**src/hw/rtl/arpc_pkg.sv**
```systemverilog
// ----------------------------------------------------------------------------
// arpc_pkg
// Shared types and header constants for the arp cache table.
// ----------------------------------------------------------------------------
package arpc_pkg;

    // arp header values that a frame must carry to be learnt
    localparam logic [15:0] ETH_TYPE_ARP = 16'h0806;
    localparam logic [15:0] HW_ETHERNET  = 16'h0001;
    localparam logic [15:0] PROTO_IPV4   = 16'h0800;
    localparam logic [7:0]  MAC_BYTES    = 8'd6;
    localparam logic [7:0]  IP_BYTES     = 8'd4;
    localparam logic [15:0] OP_REPLY     = 16'h0002;

    // input item widths
    localparam int IN_DATA_W  = 192;
    localparam int MAC_W      = 48;
    localparam int IP_W       = 32;

    // outcome of a frame beat
    typedef enum logic [1:0] {
        ACT_IGNORED  = 2'd0,
        ACT_UPDATED  = 2'd1,
        ACT_INSERTED = 2'd2,
        ACT_FULL     = 2'd3
    } t_action;

    // sequencer states
    typedef enum logic [1:0] {
        ST_IDLE = 2'd0,
        ST_SCAN = 2'd1,
        ST_DONE = 2'd2
    } t_state;

    // one input item
    typedef struct packed {
        logic        mode;
        logic [15:0] frame_type;
        logic [15:0] hw_kind;
        logic [15:0] proto_kind;
        logic [7:0]  hw_len;
        logic [7:0]  proto_len;
        logic [15:0] arp_op;
        logic [31:0] sender_ip;
        logic [47:0] sender_hw;
        logic [31:0] query_ip;
    } t_item;

    // one result, apart from the entry count
    typedef struct packed {
        logic        hit;
        logic [47:0] found_mac;
        t_action     action;
    } t_result;

    // write enables towards the store
    typedef struct packed {
        logic ip_en;
        logic mac_en;
    } t_wr_en;

endpackage

```
**src/hw/rtl/arp_cache_table.sv**
```systemverilog
// ----------------------------------------------------------------------------
// arp_cache_table
// ARP cache mapping IPv4 addresses to MAC addresses, learning from replies
// and answering lookups.
// ----------------------------------------------------------------------------
// Each input beat is a received arp header (tuser 0) or a lookup (tuser 1)
// and yields one result beat. Entries are compared one per clock through a
// single comparator reading a registered-output memory; the scan stops at the
// first match or after the last valid entry, and a malformed or non-reply
// frame is not scanned at all. The input is taken only while the sequencer is
// idle; a finished result waits in the output register. Replies update the
// first entry with the same address, or append a new one, or are dropped when
// the table is full. The table is empty after reset and needs no clearing.
// ----------------------------------------------------------------------------
module arp_cache_table #(
    parameter int ENTRIES = 16,
    localparam int CNT_W  = $clog2(ENTRIES + 1),
    localparam int OUT_W  = ((48 + 2 + CNT_W + 7) / 8) * 8
) (
    input  logic                i_clk,
    input  logic                i_rst_n,
    input  logic                s_axis_tvalid,
    output logic                s_axis_tready,
    // frame_type, hw_kind, proto_kind, hw_len, proto_len, arp_op,
    // sender_ip, sender_hw, query_ip
    input  logic [191:0]        s_axis_tdata,
    // mode
    input  logic [0:0]          s_axis_tuser,
    output logic                m_axis_tvalid,
    input  logic                m_axis_tready,
    // found_mac, action, used_entries, zero padding
    output logic [OUT_W-1:0]    m_axis_tdata,
    // hit
    output logic [0:0]          m_axis_tuser
);
    import arpc_pkg::*;

    localparam int ADDR_W = (ENTRIES > 1) ? $clog2(ENTRIES) : 1;
    localparam int PAD_W  = OUT_W - (MAC_W + 2 + CNT_W);

    t_item              in_item;
    logic               res_ready;
    logic               res_valid;
    t_result            res;
    logic [CNT_W-1:0]   res_count;
    logic [ADDR_W-1:0]  rd_addr;
    logic [IP_W-1:0]    rd_ip;
    logic [MAC_W-1:0]   rd_mac;
    t_wr_en             wr_en;
    logic [ADDR_W-1:0]  wr_addr;
    logic [IP_W-1:0]    wr_ip;
    logic [MAC_W-1:0]   wr_mac;

    logic               r_out_valid;
    t_result            r_out;
    logic [CNT_W-1:0]   r_out_count;

    // unpack the input beat
    assign in_item.mode       = s_axis_tuser[0];
    assign in_item.frame_type = s_axis_tdata[15:0];
    assign in_item.hw_kind    = s_axis_tdata[31:16];
    assign in_item.proto_kind = s_axis_tdata[47:32];
    assign in_item.hw_len     = s_axis_tdata[55:48];
    assign in_item.proto_len  = s_axis_tdata[63:56];
    assign in_item.arp_op     = s_axis_tdata[79:64];
    assign in_item.sender_ip  = s_axis_tdata[111:80];
    assign in_item.sender_hw  = s_axis_tdata[159:112];
    assign in_item.query_ip   = s_axis_tdata[191:160];

    // the sequencer may finish once the output register is free
    assign res_ready = !r_out_valid || m_axis_tready;

    arpc_seq #(
        .ENTRIES (ENTRIES),
        .ADDR_W  (ADDR_W),
        .CNT_W   (CNT_W)
    ) u_seq (
        .i_clk       (i_clk),
        .i_rst_n     (i_rst_n),
        .i_valid     (s_axis_tvalid),
        .o_ready     (s_axis_tready),
        .i_item      (in_item),
        .i_res_ready (res_ready),
        .o_res_valid (res_valid),
        .o_res       (res),
        .o_count     (res_count),
        .o_rd_addr   (rd_addr),
        .i_rd_ip     (rd_ip),
        .i_rd_mac    (rd_mac),
        .o_wr_en     (wr_en),
        .o_wr_addr   (wr_addr),
        .o_wr_ip     (wr_ip),
        .o_wr_mac    (wr_mac)
    );

    arpc_store #(
        .ENTRIES (ENTRIES),
        .ADDR_W  (ADDR_W)
    ) u_store (
        .i_clk     (i_clk),
        .i_wr_en   (wr_en),
        .i_wr_addr (wr_addr),
        .i_wr_ip   (wr_ip),
        .i_wr_mac  (wr_mac),
        .i_rd_addr (rd_addr),
        .o_rd_ip   (rd_ip),
        .o_rd_mac  (rd_mac)
    );

    // output beat valid
    always_ff @(posedge i_clk) begin
        if (!i_rst_n) begin
            r_out_valid <= 1'b0;
        end else if (res_valid) begin
            r_out_valid <= 1'b1;
        end else if (m_axis_tready) begin
            r_out_valid <= 1'b0;
        end
    end

    // output beat payload
    always_ff @(posedge i_clk) begin
        if (res_valid) begin
            r_out       <= res;
            r_out_count <= res_count;
        end
    end

    // pack the output beat
    assign m_axis_tvalid = r_out_valid;
    assign m_axis_tuser  = r_out.hit;
    assign m_axis_tdata  = {{PAD_W{1'b0}}, r_out_count, r_out.action, r_out.found_mac};

endmodule

```
**src/hw/rtl/arpc_store.sv**
```systemverilog
// ----------------------------------------------------------------------------
// arpc_store
// Address/MAC pair memory: one write port, one registered read port.
// ----------------------------------------------------------------------------
module arpc_store #(
    parameter int ENTRIES = 16,
    parameter int ADDR_W  = 4
) (
    input  logic                  i_clk,
    input  arpc_pkg::t_wr_en      i_wr_en,
    input  logic [ADDR_W-1:0]     i_wr_addr,
    input  logic [31:0]           i_wr_ip,
    input  logic [47:0]           i_wr_mac,
    input  logic [ADDR_W-1:0]     i_rd_addr,
    output logic [31:0]           o_rd_ip,
    output logic [47:0]           o_rd_mac
);
    import arpc_pkg::*;

    logic [IP_W-1:0]  r_ip_mem  [ENTRIES];
    logic [MAC_W-1:0] r_mac_mem [ENTRIES];

    // write port
    always_ff @(posedge i_clk) begin
        if (i_wr_en.ip_en) begin
            r_ip_mem[i_wr_addr] <= i_wr_ip;
        end
        if (i_wr_en.mac_en) begin
            r_mac_mem[i_wr_addr] <= i_wr_mac;
        end
    end

    // registered read port
    always_ff @(posedge i_clk) begin
        o_rd_ip  <= r_ip_mem[i_rd_addr];
        o_rd_mac <= r_mac_mem[i_rd_addr];
    end

endmodule

```
**src/hw/rtl/arpc_seq.sv**
```systemverilog
// ----------------------------------------------------------------------------
// arpc_seq
// Sequencer: header check, pipelined scan of valid entries through one
// comparator, then update, insert or drop and result hand-off.
// ----------------------------------------------------------------------------
module arpc_seq #(
    parameter int ENTRIES = 16,
    parameter int ADDR_W  = 4,
    parameter int CNT_W   = 5
) (
    input  logic                  i_clk,
    input  logic                  i_rst_n,
    input  logic                  i_valid,
    output logic                  o_ready,
    input  arpc_pkg::t_item       i_item,
    input  logic                  i_res_ready,
    output logic                  o_res_valid,
    output arpc_pkg::t_result     o_res,
    output logic [CNT_W-1:0]      o_count,
    output logic [ADDR_W-1:0]     o_rd_addr,
    input  logic [31:0]           i_rd_ip,
    input  logic [47:0]           i_rd_mac,
    output arpc_pkg::t_wr_en      o_wr_en,
    output logic [ADDR_W-1:0]     o_wr_addr,
    output logic [31:0]           o_wr_ip,
    output logic [47:0]           o_wr_mac
);
    import arpc_pkg::*;

    localparam logic [CNT_W-1:0] FULL_CNT = CNT_W'(ENTRIES);

    t_state             r_state, n_state;
    logic [CNT_W-1:0]   r_count, n_count;
    logic [CNT_W-1:0]   r_idx,   n_idx;
    logic               r_pend,  n_pend;
    logic [ADDR_W-1:0]  r_pidx,  n_pidx;
    logic               r_match, n_match;
    logic [ADDR_W-1:0]  r_midx,  n_midx;
    logic [MAC_W-1:0]   r_mmac,  n_mmac;
    logic               r_mode,  n_mode;
    logic               r_ok,    n_ok;
    logic [IP_W-1:0]    r_key,   n_key;
    logic [MAC_W-1:0]   r_hw,    n_hw;
    logic               hdr_ok;

    // header check on the incoming beat
    assign hdr_ok = (i_item.frame_type == ETH_TYPE_ARP)
                 && (i_item.hw_kind    == HW_ETHERNET)
                 && (i_item.proto_kind == PROTO_IPV4)
                 && (i_item.hw_len     == MAC_BYTES)
                 && (i_item.proto_len  == IP_BYTES)
                 && (i_item.arp_op     == OP_REPLY);

    // control registers
    always_ff @(posedge i_clk) begin
        if (!i_rst_n) begin
            r_state <= ST_IDLE;
            r_count <= '0;
            r_pend  <= 1'b0;
        end else begin
            r_state <= n_state;
            r_count <= n_count;
            r_pend  <= n_pend;
        end
    end

    // working registers
    always_ff @(posedge i_clk) begin
        r_idx   <= n_idx;
        r_pidx  <= n_pidx;
        r_match <= n_match;
        r_midx  <= n_midx;
        r_mmac  <= n_mmac;
        r_mode  <= n_mode;
        r_ok    <= n_ok;
        r_key   <= n_key;
        r_hw    <= n_hw;
    end

    // next state and outputs
    always_comb begin
        n_state     = r_state;
        n_count     = r_count;
        n_idx       = r_idx;
        n_pend      = 1'b0;
        n_pidx      = r_pidx;
        n_match     = r_match;
        n_midx      = r_midx;
        n_mmac      = r_mmac;
        n_mode      = r_mode;
        n_ok        = r_ok;
        n_key       = r_key;
        n_hw        = r_hw;
        o_ready     = 1'b0;
        o_res_valid = 1'b0;
        o_res       = '{hit: 1'b0, found_mac: '0, action: ACT_IGNORED};
        o_rd_addr   = r_idx[ADDR_W-1:0];
        o_wr_en     = '{ip_en: 1'b0, mac_en: 1'b0};
        o_wr_addr   = r_count[ADDR_W-1:0];
        o_wr_ip     = r_key;
        o_wr_mac    = r_hw;

        case (r_state)
            ST_IDLE: begin
                o_ready = 1'b1;
                if (i_valid) begin
                    n_mode  = i_item.mode;
                    n_ok    = hdr_ok;
                    n_key   = i_item.mode ? i_item.query_ip : i_item.sender_ip;
                    n_hw    = i_item.sender_hw;
                    n_idx   = '0;
                    n_match = 1'b0;
                    n_state = (i_item.mode || hdr_ok) ? ST_SCAN : ST_DONE;
                end
            end

            // one address issued per cycle, previous read compared
            ST_SCAN: begin
                if (r_pend && (i_rd_ip == r_key)) begin
                    n_match = 1'b1;
                    n_midx  = r_pidx;
                    n_mmac  = i_rd_mac;
                    n_state = ST_DONE;
                end else if (r_idx < r_count) begin
                    n_pend  = 1'b1;
                    n_pidx  = r_idx[ADDR_W-1:0];
                    n_idx   = r_idx + 1'b1;
                end else begin
                    n_state = ST_DONE;
                end
            end

            // apply the outcome and hand the result over
            ST_DONE: begin
                if (i_res_ready) begin
                    o_res_valid = 1'b1;
                    n_state     = ST_IDLE;
                    if (r_mode) begin
                        o_res.hit       = r_match;
                        o_res.found_mac = r_match ? r_mmac : '0;
                    end else if (r_ok) begin
                        if (r_match) begin
                            o_wr_en.mac_en = 1'b1;
                            o_wr_addr      = r_midx;
                            o_res.action   = ACT_UPDATED;
                        end else if (r_count < FULL_CNT) begin
                            o_wr_en.ip_en  = 1'b1;
                            o_wr_en.mac_en = 1'b1;
                            n_count        = r_count + 1'b1;
                            o_res.action   = ACT_INSERTED;
                        end else begin
                            o_res.action   = ACT_FULL;
                        end
                    end
                end
            end

            default: begin
                n_state = ST_IDLE;
            end
        endcase
    end

    assign o_count = n_count;

endmodule
```
**config.mk**
```make
export PLATFORM = sky130hd
export DESIGN_NAME = arp_cache_table
export DESIGN_NICKNAME = d
export VERILOG_FILES = /design/src/hw/rtl/arpc_pkg.sv /design/src/hw/rtl/arp_cache_table.sv /design/src/hw/rtl/arpc_store.sv /design/src/hw/rtl/arpc_seq.sv
export SDC_FILE = /design/constraint.sdc
export NUM_CORES = 1
export LEC_CHECK = 0
export BUFFER_PORTS_ARGS = -buffer_cell sky130_fd_sc_hd__buf_2
export CORE_MARGIN = 8
export CORE_UTILIZATION = 47
export CTS_BUF_LIST = sky130_fd_sc_hd__clkbuf_8
export CTS_CLUSTER_DIAMETER = 50
export DETAILED_ROUTE_END_ITERATION = 16
export GPL_TIMING_DRIVEN = 0
export HOLD_SLACK_MARGIN = 0.15
export SLEW_MARGIN = 0
export SYNTH_ARGS = -nofsm -noshare
export SYNTH_HDL_FRONTEND = slang
export SYNTH_HIERARCHICAL = 1
export SYNTH_SLANG_ARGS = --single-unit
```
**constraint.sdc**
```tcl
create_clock -name i_clk -period 10.2 [get_ports i_clk]
set_input_delay 3.06 -clock i_clk [delete_from_list [all_inputs] [get_ports i_clk]]
set_output_delay 3.06 -clock i_clk [all_outputs]
set_load 0.005 [all_outputs]
```
# After elaboration in Yosys (flattened, before gate mapping)
# Memory sizes are Yosys's and may differ from the RTL's. A register that Yosys moved wholly into a read port is not among the register bits.
# Cells that the tools add are included.
[word_totals]
ff_bits = 209
out_inout_bits = 59
mem_bits_ro = 0
latchBits = 0
input_bits = 197
memories = 2
ramBits = 1280
[mem_list]
columns = ["memory", "words", "width", "read_ports", "rd_clocked_by_memory_dff", "wr", "line", "rtl"]
rows = [
  ["u_store.r_mac_mem", 16, 48, 1, 1, 1, "arpc_store.sv:21", "logic [MAC_W-1:0] r_mac_mem [ENTRIES];"],
  ["u_store.r_ip_mem", 16, 32, 1, 1, 1, "arpc_store.sv:20", "logic [IP_W-1:0] r_ip_mem [ENTRIES];"],
]
[classes]
multipliers = 0
eq_ne = 15
magnitude_cmp = 2
n_bitwise = 6
n_reduce_logical = 23
muxes = 44
n_shift = 0
n_addsub = 2
div_mod_pow = 0
[op_table]
columns = ["op", "count"]
rows = [
  ["$mux W5", 9],
  ["$eq A16 B12 Y1 const B", 2],
  ["$eq A32 B32 Y1", 1],
  ["$mux W32", 1],
  ["$mux W2", 10],
  ["$mux W4", 5],
  ["$eq A16 B1 Y1 const B", 1],
  ["$eq A16 B2 Y1 const B", 1],
  ["$eq A8 B3 Y1 const B", 2],
  ["$mux W1", 16],
  ["$reduce_and A3 Y1", 4],
  ["$add A5 B1 Y5 const B", 2],
  ["$pmux W5 S2", 1],
  ["$reduce_and A4 Y1", 2],
  ["$logic_and A1 B1 Y1", 6],
  ["$ne A2 B2 Y1 const B", 3],
  ["$not A1 Y1", 6],
  ["$pmux W2 S3", 1],
  ["$lt A5 B5 Y1", 1],
  ["$lt A5 B5 Y1 const B", 1],
  ["$reduce_or A5 Y1", 1],
  ["$ne A2 B1 Y1 const B", 2],
  ["$reduce_and A2 Y1", 2],
  ["$reduce_bool A2 Y1", 2],
  ["9 further kinds", 10],
]

# Depth between registers and ports, before layout
# Gate-level depths: netlist of the first run.
[depth]
depth_word = 10
mapped_depth = 9
ltp_nobuf = 8

# Modules after synthesis
# The synthesis of the first run kept the hierarchy.
[by_module_without_submodules]
columns = ["mod", "cells_per_inst", "instances", "seq_area_each_um2", "area_each_um2"]
rows = [
  ["arpc_store", 2079, 1, 40038.4, 49538.8],
  ["arpc_seq", 392, 1, 4484.3, 6283.5],
  ["arp_cache_table", 62, 1, 1701.6, 1741.7],
]

# Least setup slack after synthesis of the first run
# Ideal clock, no wire load.
[synth_timing]
path_kind = "input to register"
start = "input m_axis_tready"
end = "memory u_store.r_mac_mem[0][0], enable pin"
path_stages = 8
path_slack_ns = 1.562
setup_ns = 0.454
arrival_time_ns = 8.184
t_required_ns = 9.746
n_path_buf = 1
path_cell_list = "nand2b_4 > and3b_1 > nand3b_2 > or2_1 > clkbuf_1 > mux2_1 > or3b_1 > nor2_1"
[synth_rtl]
columns = ["element", "line", "rtl"]
rows = [
  ["start, declared", "arp_cache_table.sv:30", "input logic m_axis_tready,"],
  ["$logic_or A1 B1 Y1", "arp_cache_table.sv:71", "assign res_ready = !r_out_valid || m_axis_tready;"],
  ["$mux W4", "arpc_seq.sv:135", "if (i_res_ready) begin"],
  ["$mux W4", "arpc_seq.sv:103", "case (r_state)"],
  ["named net wr_addr[2]", "arp_cache_table.sv:50", "logic [ADDR_W-1:0] wr_addr;"],
  ["end, declared", "arpc_store.sv:21", ""],
]
# The timed path passes the listed nets, and every way through them passes these cells.

# Worst setup path in the final report of the first run
[layout_timing]
start = "input m_axis_tready"
end = "memory u_store.r_mac_mem[8][12], enable pin"
[layout_rtl]
columns = ["element", "line", "rtl"]
rows = [
  ["$logic_or A1 B1 Y1", "arp_cache_table.sv:71", ""],
  ["named net res_ready", "arp_cache_table.sv:42", "logic res_ready;"],
  ["$mux W4", "arpc_seq.sv:135", ""],
  ["$mux W4", "arpc_seq.sv:103", ""],
  ["named net wr_addr[1]", "arp_cache_table.sv:50", ""],
]
# The timed path passes the listed nets, and every way through them passes these cells.

==> run summary, run 1 <==
Outcome - finished, final reports clean
Worst EP arrival - 6.80 ns
Post-layout util - 55.16%
IO Pins - 256
# fillers - 9170
Highest net fanout along the worst path - 26
Data required, critical path - 10.80 ns
Initial drt markers - 2874
Synth-to-Final Area Change - 16.63%
Cts hold-fix bufs - 0
Synth top area cells - edfxtp_1, mux4_2, dfxtp_1
Final cell count without fillers - 4930
Net count, final - 3290
CTS max path bufs - 3
Share of the synthesized area in the top cell type - 77.21%
Share of cells above drive strength 1 - 32.86%
Met2 WL post-DR - 71160 um
CTS clock-pin slew for the worst setup and hold paths - 0.06 ns
Minimum clock period - 6.204 ns
Vias in the first global route - 29860
Sum Neg Setup Slack - 0 ns
Port buffer count - 254
VDD IR max - 0.0001368 V
Crit Reg-Reg Startpoint - u_seq/r_state[0]
Worst Hold Launch - u_store/o_rd_mac[36]
M1 wire length - 56960 um
Number of antenna violations at the first check in global routing - 10
Largest net degree at the start of global routing - 35
First-pass GRT wire length - 204300 um
Initial DRT Pass Iterations - 5
Routability cong. - 0.7623
Worst setup path endpoint - u_store/r_mac_mem[8][12]
Seq cells post-synth - 1569
Max-cap viol count - 0
Via count - 28040
Syn Nets - 2736
Root buf cell - clkbuf_8
Most common flop cell mapped by yosys - edfxtp_1
RSZ-0062 raised after global routing - no
DP HPWL - 90490 um
Post-DRT Antenna Nets - 0
Worst Reg-to-Reg Cells - 10
Total clock sinks - 1569
Total CTS buffers - 240
TritonCTS clock tree - built
PwrDens - 197.1 nW/um^2
Yosys Warn Count - 6
DP Worst Slack - 3.101 ns
Post-CTS Resized - 0
Width of the chip - 366.0 um
Postcts setup bufs - 0
DRC - 0
Final Cycle Share - 60.83%
Synthesized area - 57560 um^2
Worst Clk Skew - 0.04629 ns
Drt wl/cell - 28.69 um
Uppermost layer routed - met4
Reg2reg end - u_store/r_mac_mem[8][12]
Post-Synthesis Cells - 2533
Setup crit start kind - primary input
Rows - 128
Cell variety after synth - 48
Reg2reg setup slack - 5.95 ns
Skew-Pair Late Insertion Delay - 0.93 ns
Lkg Pwr - 22.00 nW
Crit path launch - m_axis_tready
Post-Synthesis Mean Instance Area - 22.73 um^2
Hold WC Path Type - register to register
Die area - 133900 um^2
Core Box Area - 121700 um^2
Initial Utilization - 47.29%
Met3 wire length - 10340 um
Crit end category - register
Rel. slew slack - 7.874%
Area occupied by multi-input gates - 10910 um^2
Chip height - 366.0 um
H-tree Lvls - 4
Largest area contributor in the netlist - edfxtp_1
Final setup fails - 0
Post-synthesis sequential area ratio - 80.30%
Worst-Margin Slew - 1.377 ns
Register Area - 46220 um^2
Via/cell ratio - 5.688
EDFF count, synth - 1480
Hold Fails Final Rpt - 0
Total track usage - 20.84%
Post-route setup slack - 3.996 ns
Critical path class - primary input to register
Fmax - 0.1612 GHz
Remaining Overflow, GRT - 0
Max Slew Vio Count - 0
Asr flop ratio synth - 0%
Inst Count DP - 4470
WL final - 141400 um
## per-layer routing
layer / vias to the layer above / global-route usage (%)
li1: 11770 / -
met1: 14890 / 27.93
met2: 1184 / 35.03
met3: 204 / 4.277
met4: 0 / 5.558
met5: - / 0
## logic make-up after synthesis
| group | after synthesis | share of synthesized area [%] |
|---|---|---|
| buffers and inverters | 136 | 1.193 |
| muxes | 357 | 13.24 |
| AOI/OAI and AO/OA | 178 | 2.308 |
| DFF | 1569 | 80.30 |
| adders and majority gates | 6 | 0.1304 |
| other | 1 | 0.006514 |
| and+or+nand+nor | 249 | 2.254 |
| xor gates and xnor gates | 37 | 0.5630 |
## power breakdown
| group | switching (mW) | total, mW | internal, mW |
|---|---|---|---|
| combinational | 0.506 | 0.899 | 0.393 |
| clock | 2.38 | 4.95 | 2.57 |
| sequential | 0.149 | 7.38 | 7.23 |
## Yosys cell counts (9+ instances only)
master / number
a22oi_1: 160
and2_1: 56
buf_1: 22
buf_2: 30
buf_4: 11
buf_6: 13
clkbuf_1: 49
dfxtp_1: 89
edfxtp_1: 1480
inv_1: 11
mux2_2: 36
mux4_2: 320
nand2_1: 88
nand4_1: 9
nor2_1: 44
nor4_1: 16
xnor2_1: 15
xor2_1: 22
## per-stage QoR
step | area [um^2] | power [mW] | hold slack, ns
floorplan | 57560 | 8.021 | 0.3855
global placement | 60870 | 8.401 | 0.3864
detailed placement | 62450 | 8.427 | 0.3887
CTS | 67120 | 13.37 | 0.3973
global route | 67120 | 13.71 | 0.4056
finish | 67140 | 13.23 | 0.3999
## worst min path at each step
stage,cells past startpoint,slack (ns),endpoint
floorplan,0,0.39,u_seq/r_mmac[0]
global placement,0,0.39,u_seq/r_mmac[30]
detailed placement,0,0.39,u_seq/r_mmac[30]
CTS,0,0.40,u_seq/r_mmac[4]
global route,0,0.41,u_seq/r_mmac[6]
finish,0,0.40,u_seq/r_mmac[36]
## area by class of cell
type	count	area share (%)
Clock buffer	262	5.371
Buffer	125	0.9616
Inverter	11	0.06150
Sequential cell	1569	68.85
Antenna cell	9	0.03354
Tap cell	1625	3.028
Multi-Input combinational cell	828	16.24
Timing Repair Buffer	312	3.869
Clock inverter	189	1.582
## critical path, stage by stage
cell and delay (ns):
buf_2 0.08, nand2b_4 0.16, and3b_4 0.55, nand3b_2 0.22, or2_1 0.25, clkbuf_1 0.14
mux2_2 0.33, or2_1 0.23, clkbuf_1 0.40, nor2_4 0.84, buf_12 0.28, buf_16 0.19
## cells in the final DEF, fill, tap and decap left out, types with 3 or more instances in the layout
master | synthesis | layout
edfxtp_1 | 1480 | 1480
mux4_2 | 320 | 320
buf_2 | 30 | 284
clkbuf_8 | 0 | 262
a22oi_1 | 160 | 160
inv_1 | 11 | 108
dfxtp_1 | 89 | 89
nand2_1 | 88 | 88
and2_1 | 56 | 55
clkbuf_1 | 49 | 49
clkinv_1 | 0 | 40
mux2_2 | 36 | 36
buf_12 | 0 | 36
nor2_4 | 0 | 33
clkinv_2 | 0 | 26
buf_16 | 0 | 22
xor2_1 | 22 | 22
buf_1 | 22 | 22
nor4_1 | 16 | 16
xnor2_1 | 15 | 15
buf_6 | 13 | 13
buf_4 | 11 | 11
nor2_1 | 44 | 11
diode_2 | 0 | 9
nand4_1 | 9 | 9
bufinv_16 | 0 | 8
a21oi_1 | 6 | 6
nor4b_1 | 6 | 6
ha_1 | 6 | 6
inv_6 | 0 | 5
nand3_1 | 5 | 5
inv_8 | 0 | 4
clkinvlp_4 | 0 | 4
o21ai_0 | 4 | 4
clkinv_4 | 0 | 3
nor4b_2 | 3 | 3
nor2b_1 | 3 | 3
## flip-flops by register name (all words and copies together), names as in the netlist, 2 cells and up
signal             count
u_store/r_mac_mem    768
u_store/r_ip_mem     512
m_axis_tdata          50
u_seq/o_wr_mac        48
u_seq/r_mmac          48
u_store/o_rd_mac      48
u_seq/o_wr_ip         32
u_store/o_rd_ip       32
r_out_count            5
u_seq/r_count          5
u_seq/r_idx            5
u_seq/r_midx           4
u_seq/r_pidx           4
u_seq/r_state          2
Note: power is estimated with default switching activity, not from simulation.
==> run 2, diff against run 1 <==
clock period = 6.2 ns   (was 10.2 ns; I/O delays follow)
==> run summary, run 2 (synthesis gave the netlist of run 1 again) <==
DP HPWL - 87360 um (-3.5%)
Hold WC Path Type - register to register
Via count - 27790 (-0.90%)
Max Slew Vio Count - 0 (unchanged)
Worst-Margin Slew - 1.144 ns (-0.2331 ns)
Synth-to-Final Area Change - 16.62% (about the same)
Chip height - 366.0 um (unchanged)
Total CTS buffers - 239 (-0.42%)
Drt wl/cell - 28.31 um (-1.3%)
Crit end category - register
Largest net degree at the start of global routing - 42 (+20%)
Postcts setup bufs - 0 (unchanged)
Fmax - 0.2035 GHz
Net count, final - 3284 (-0.18%)
Core Box Area - 121700 um^2 (unchanged)
Inst Count DP - 4465 (-0.11%)
Initial Utilization - 47.29% (unchanged)
Lkg Pwr - 22.04 nW (+0.20%)
Port buffer count - 254 (unchanged)
Crit Reg-Reg Startpoint - u_seq/r_state[0]
Final Cycle Share - 79.27%
Highest net fanout along the worst path - 19 (-27%)
Routability cong. - 0.8399 (+10%)
Share of cells above drive strength 1 - 33.36% (+0.51 points)
Number of antenna violations at the first check in global routing - 4 (-6)
Post-route setup slack - 1.285 ns (-2.710 ns)
Max-cap viol count - 0 (unchanged)
Setup crit start kind - primary input
Initial drt markers - 2656 (-7.6%)
Data required, critical path - 6.80 ns (-4.00 ns)
Post-DRT Antenna Nets - 0 (unchanged)
Minimum clock period - 4.915 ns
RSZ-0062 raised after global routing - no
Final setup fails - 0 (unchanged)
Worst Hold Launch - u_store/o_rd_mac[31]
CTS clock-pin slew for the worst setup and hold paths - 0.06 ns (about the same)
Width of the chip - 366.0 um (unchanged)
Via/cell ratio - 5.644 (-0.78%)
WL final - 139400 um (-1.5%)
Max reg flops - 768 (unchanged)
IO Pins - 256 (unchanged)
Outcome - finished, final reports clean
PwrDens - 329.7 nW/um^2 (+67%)
First-pass GRT wire length - 201600 um (-1.3%)
Critical path class - primary input to register
Most frequent cells in the layout - edfxtp_1, mux4_2, buf_2
Worst EP arrival - 5.51 ns (-1.29 ns)
Largest Register - u_store/r_mac_mem
TritonCTS clock tree - built
Root buf cell - clkbuf_8
CTS max path bufs - 3 (unchanged)
Hold Fails Final Rpt - 0 (unchanged)
Total clock sinks - 1569 (unchanged)
DP Worst Slack - 0.3724 ns (-2.729 ns)
Fin Hold WS - 0.3783 ns (-0.02159 ns)
DRC - 0 (unchanged)
Rows - 128 (unchanged)
Skew-Pair Late Insertion Delay - 0.94 ns (about the same)
Crit path launch - m_axis_tready
Rel. slew slack - 23.75% (+16 points)
Die area - 133900 um^2 (unchanged)
Total track usage - 20.56% (-0.28 points)
Worst Clk Skew - 0.06142 ns (+0.01512 ns)
Vias in the first global route - 29760 (-0.34%)
Cts hold-fix bufs - 0 (unchanged)
Remaining Overflow, GRT - 0 (unchanged)
Most common cell after layout, fill and taps aside - edfxtp_1
H-tree Lvls - 4 (unchanged)
Post-CTS Resized - 0 (unchanged)
VDD IR max - 0.0002241 V (+64%)
Initial DRT Pass Iterations - 6 (+1)
Final cell count without fillers - 4924 (-0.12%)
Reg2reg setup slack - 2.02 ns (-3.93 ns)
run 2: cell types whose count changed in the layout (fill, tap and decap cells not counted):
cell / change
inv_12: +1
clkbuf_8: +11
buf_16: -21
inv_16: +8
inv_1: -3
clkinvlp_4: -3
clkinv_1: -13
diode_2: -7
clkinv_2: +10
inv_6: -4
bufinv_16: +1
buf_12: +16
clkinv_8: -1
clkinv_4: -1
run 2: final timing paths:
path | endpoint | cells past startpoint
worst max register to register | u_store/r_mac_mem[1][34] | 9
worst min-delay path | u_seq/r_mmac[31] | 0
worst min register to register | u_seq/r_mmac[31] | 0
worst max-delay path | u_store/r_mac_mem[1][34] | 11
run 2: report_power, final:
| group | total (mW) | internal [mW] | switching [mW] | leakage [nW] |
|---|---|---|---|---|
| Clock | 8.52 | 4.47 | 4.05 | 2.90 |
| Combinational | 1.47 | 0.645 | 0.820 | 5.04 |
| Sequential | 12.1 | 11.9 | 0.244 | 14.1 |
run 2: worst max-delay path, cell delays in order:
cell      delay (ns)
buf_2           0.09
nand2b_4        0.13
and3b_4         0.48
nand3b_2        0.21
or2_1           0.25
clkbuf_1        0.16
mux2_1          0.52
or3b_1          0.61
nor2_4          0.64
buf_12          0.28
buf_12          0.22
run 2: layer usage:
metal  vias to the layer above  global-route usage (%)  share of wire (%)
met4                         0                   6.768                3.0
met1                     14610                   27.07                 40
met2                      1165                   33.95                 50
met5                         -                       0                  0
met3                       252                   4.882                7.8
li1                      11770                       -                  -
run 2: area by class of cell:
| class | instances | area, um^2 |
|---|---|---|
| clock inverters | 184 | 1176 |
| clock buffers | 273 | 3757 |
| diodes | 2 | 5.005 |
| repair buffers | 307 | 2340 |
| flip-flops and latches | 1569 | 46220 |
| well taps | 1625 | 2033 |
| multi-input cells | 828 | 10910 |
| inverters | 11 | 41.29 |
| plain buffers | 125 | 645.6 |
| fillers | 9211 | 54590 |
run 2: metrics by stage:
step	instance area, um^2	total power [mW]	setup TNS (ns)	util [%]
finish	67130	22.13	0	55.15
global placement	60920	13.80	-3020.70	50.05
CTS	67120	22.38	0	55.15
global route	67130	22.95	0	55.15
detailed placement	62190	13.85	0	51.09
floorplan	57620	13.20	0	-
==> run 3, diff against run 2 <==
clock period = 4.88 ns   (was 6.2 ns; I/O delays follow)
==> run summary, run 3 (synthesis gave the netlist of run 1 again) <==
Drt wl/cell - 28.70 um (+1.4%)
Outcome - finished, final reports clean
First-pass GRT wire length - 202300 um (+0.35%)
Final Cycle Share - 96.24%
Hold path depth - 0 (unchanged)
Via/cell ratio - 5.692 (+0.85%)
DP HPWL - 86940 um (-0.48%)
Lkg Pwr - 21.95 nW (-0.42%)
H-tree Lvls - 4 (unchanged)
Final setup fails - 0 (unchanged)
Worst-path cell chain - buf_2 -> nand2b_4 -> and3b_4 -> nand3b_2 -> or2_1 -> clkbuf_1 -> mux2_2 -> or2_1 -> clkbuf_1 -> nor2_4 -> buf_12 -> buf_12
IO Pins - 256 (unchanged)
Highest net fanout along the worst path - 30 (+11)
RSZ-0062 raised after global routing - no
VDD IR max - 0.0002992 V (+34%)
WL final - 141200 um (+1.3%)
Width of the chip - 366.0 um (unchanged)
Total CTS buffers - 237 (-0.84%)
Placed instance area - 62210 um^2 (about the same)
Core Box Area - 121700 um^2 (unchanged)
Skew-Pair Late Insertion Delay - 0.94 ns (about the same)
Root buf cell - clkbuf_8
Worst EP arrival - 5.29 ns (-0.22 ns)
Remaining Overflow, GRT - 0 (unchanged)
Rows - 128 (unchanged)
Bufs and invs on worst path - 5 (+1)
Critical path class - primary input to register
CTS clock-pin slew for the worst setup and hold paths - 0.06 ns (about the same)
Setup crit start kind - primary input
Via count - 28020 (+0.81%)
Total track usage - 20.72% (+0.17 points)
Power Total - 27.84 mW (+26%)
Worst-Margin Slew - 1.300 ns (+0.1558 ns)
Max-cap viol count - 0 (unchanged)
Fmax - 0.2129 GHz
Hold Fails Final Rpt - 0 (unchanged)
Worst Clk Skew - 0.05408 ns (-0.007337 ns)
Hold WC Path Type - register to register
Synth-to-Final Area Change - 16.44%
Worst Hold Launch - u_store/o_rd_mac[10]
Initial Utilization - 47.29% (unchanged)
Chip height - 366.0 um (unchanged)
Total clock sinks - 1569 (unchanged)
Family with the most delay on the worst path - simple AND/OR/NAND/NOR gates
Minimum clock period - 4.697 ns
Crit Reg-Reg Startpoint - u_seq/r_state[1]
Slowest cell on crit path - and3b_4
Worst Reg-to-Reg Cells - 10 (+1)
Share of cells above drive strength 1 - 33.35% (about the same)
Max Slew Vio Count - 0 (unchanged)
CTS max path bufs - 3 (unchanged)
Crit end category - register
Port buffer count - 254 (unchanged)
Max incr delay on CP - 0.73 ns (+0.09 ns)
Largest net degree at the start of global routing - 45 (+7.1%)
Design area - 67030 um^2 (-0.15%)
TritonCTS clock tree - built
Die area - 133900 um^2 (unchanged)
Data required, critical path - 5.47 ns (-1.33 ns)
Rel. slew slack - 13.16% (-11 points)
Max reg flops - 768 (unchanged)
Post-DRT Antenna Nets - 0 (unchanged)
Vias in the first global route - 29650 (-0.38%)
Sum Neg Setup Slack - 0 ns (unchanged)
Routability cong. - 0.8478 (+0.94%)
Fin Hold WS - 0.3740 ns (-0.004233 ns)
Initial drt markers - 2669 (+0.49%)
Number of antenna violations at the first check in global routing - 6 (+2)
Net count, final - 3283 (-0.030%)
Cts hold-fix bufs - 0 (unchanged)
Crit path launch - m_axis_tready
PwrDens - 415.4 nW/um^2 (+26%)
CP Depth - 12 (+1)
Largest Register - u_store/r_mac_mem
Most common cell after layout, fill and taps aside - edfxtp_1
DRC - 0 (unchanged)
Initial DRT Pass Iterations - 5 (-1)
Most frequent cells in the layout - edfxtp_1, mux4_2, buf_2
-- run 3: power breakdown --
part | switching [mW] | internal (mW)
clock | 4.99 | 5.54
combinational | 1.05 | 0.820
sequential | 0.318 | 15.1
total | 6.36 | 21.5
-- run 3: per-stage QoR --
| stage | cells | utilization (%) | setup WS (ns) |
|---|---|---|---|
| floorplan | 2533 | - | -0.08015 |
| global placement | 4412 | 50.15 | -3.785 |
| detailed placement | 4463 | 51.11 | -1.264 |
| CTS | 4915 | 55.04 | 0.05811 |
| global route | 4920 | 55.07 | 0.05547 |
| finish | 4922 | 55.07 | 0.1834 |
-- run 3: per-layer routing --
| layer | GRT usage (%) | vias up | share of wire [%] |
|---|---|---|---|
| met4 | 5.956 | 0 | 2.2 |
| met2 | 34.36 | 1251 | 50 |
| li1 | - | 11760 | - |
| met3 | 4.859 | 214 | 7.7 |
| met1 | 27.60 | 14790 | 40 |
| met5 | 0 | - | 0 |
-- run 3: area by class of cell --
type	count	area [um^2]
tap	1625	2033
inverter	11	41.29
fill	9268	54690
buffer	125	645.6
antenna	5	12.51
clock buffer	269	3702
multi-input combinational	829	10920
clock inverter	182	1074
timing repair buffer	307	2375
sequential	1569	46220
-- run 3: worst paths after layout --
path	slack (ns)	to
min	0.37	u_seq/r_mmac[10]
max reg2reg	0.42	u_store/r_mac_mem[8][15]
max	0.18	u_store/r_mac_mem[8][15]
min reg2reg	0.37	u_seq/r_mmac[10]
-- run 3: timing repair --
action / 4_1_cts / 5_1_grt
setup endpoints to repair: 131 / 24
buffers inserted: 0 / 2
pin swaps: 0 / 2
resized for setup: 0 / 0
gates cloned: 1 / 0
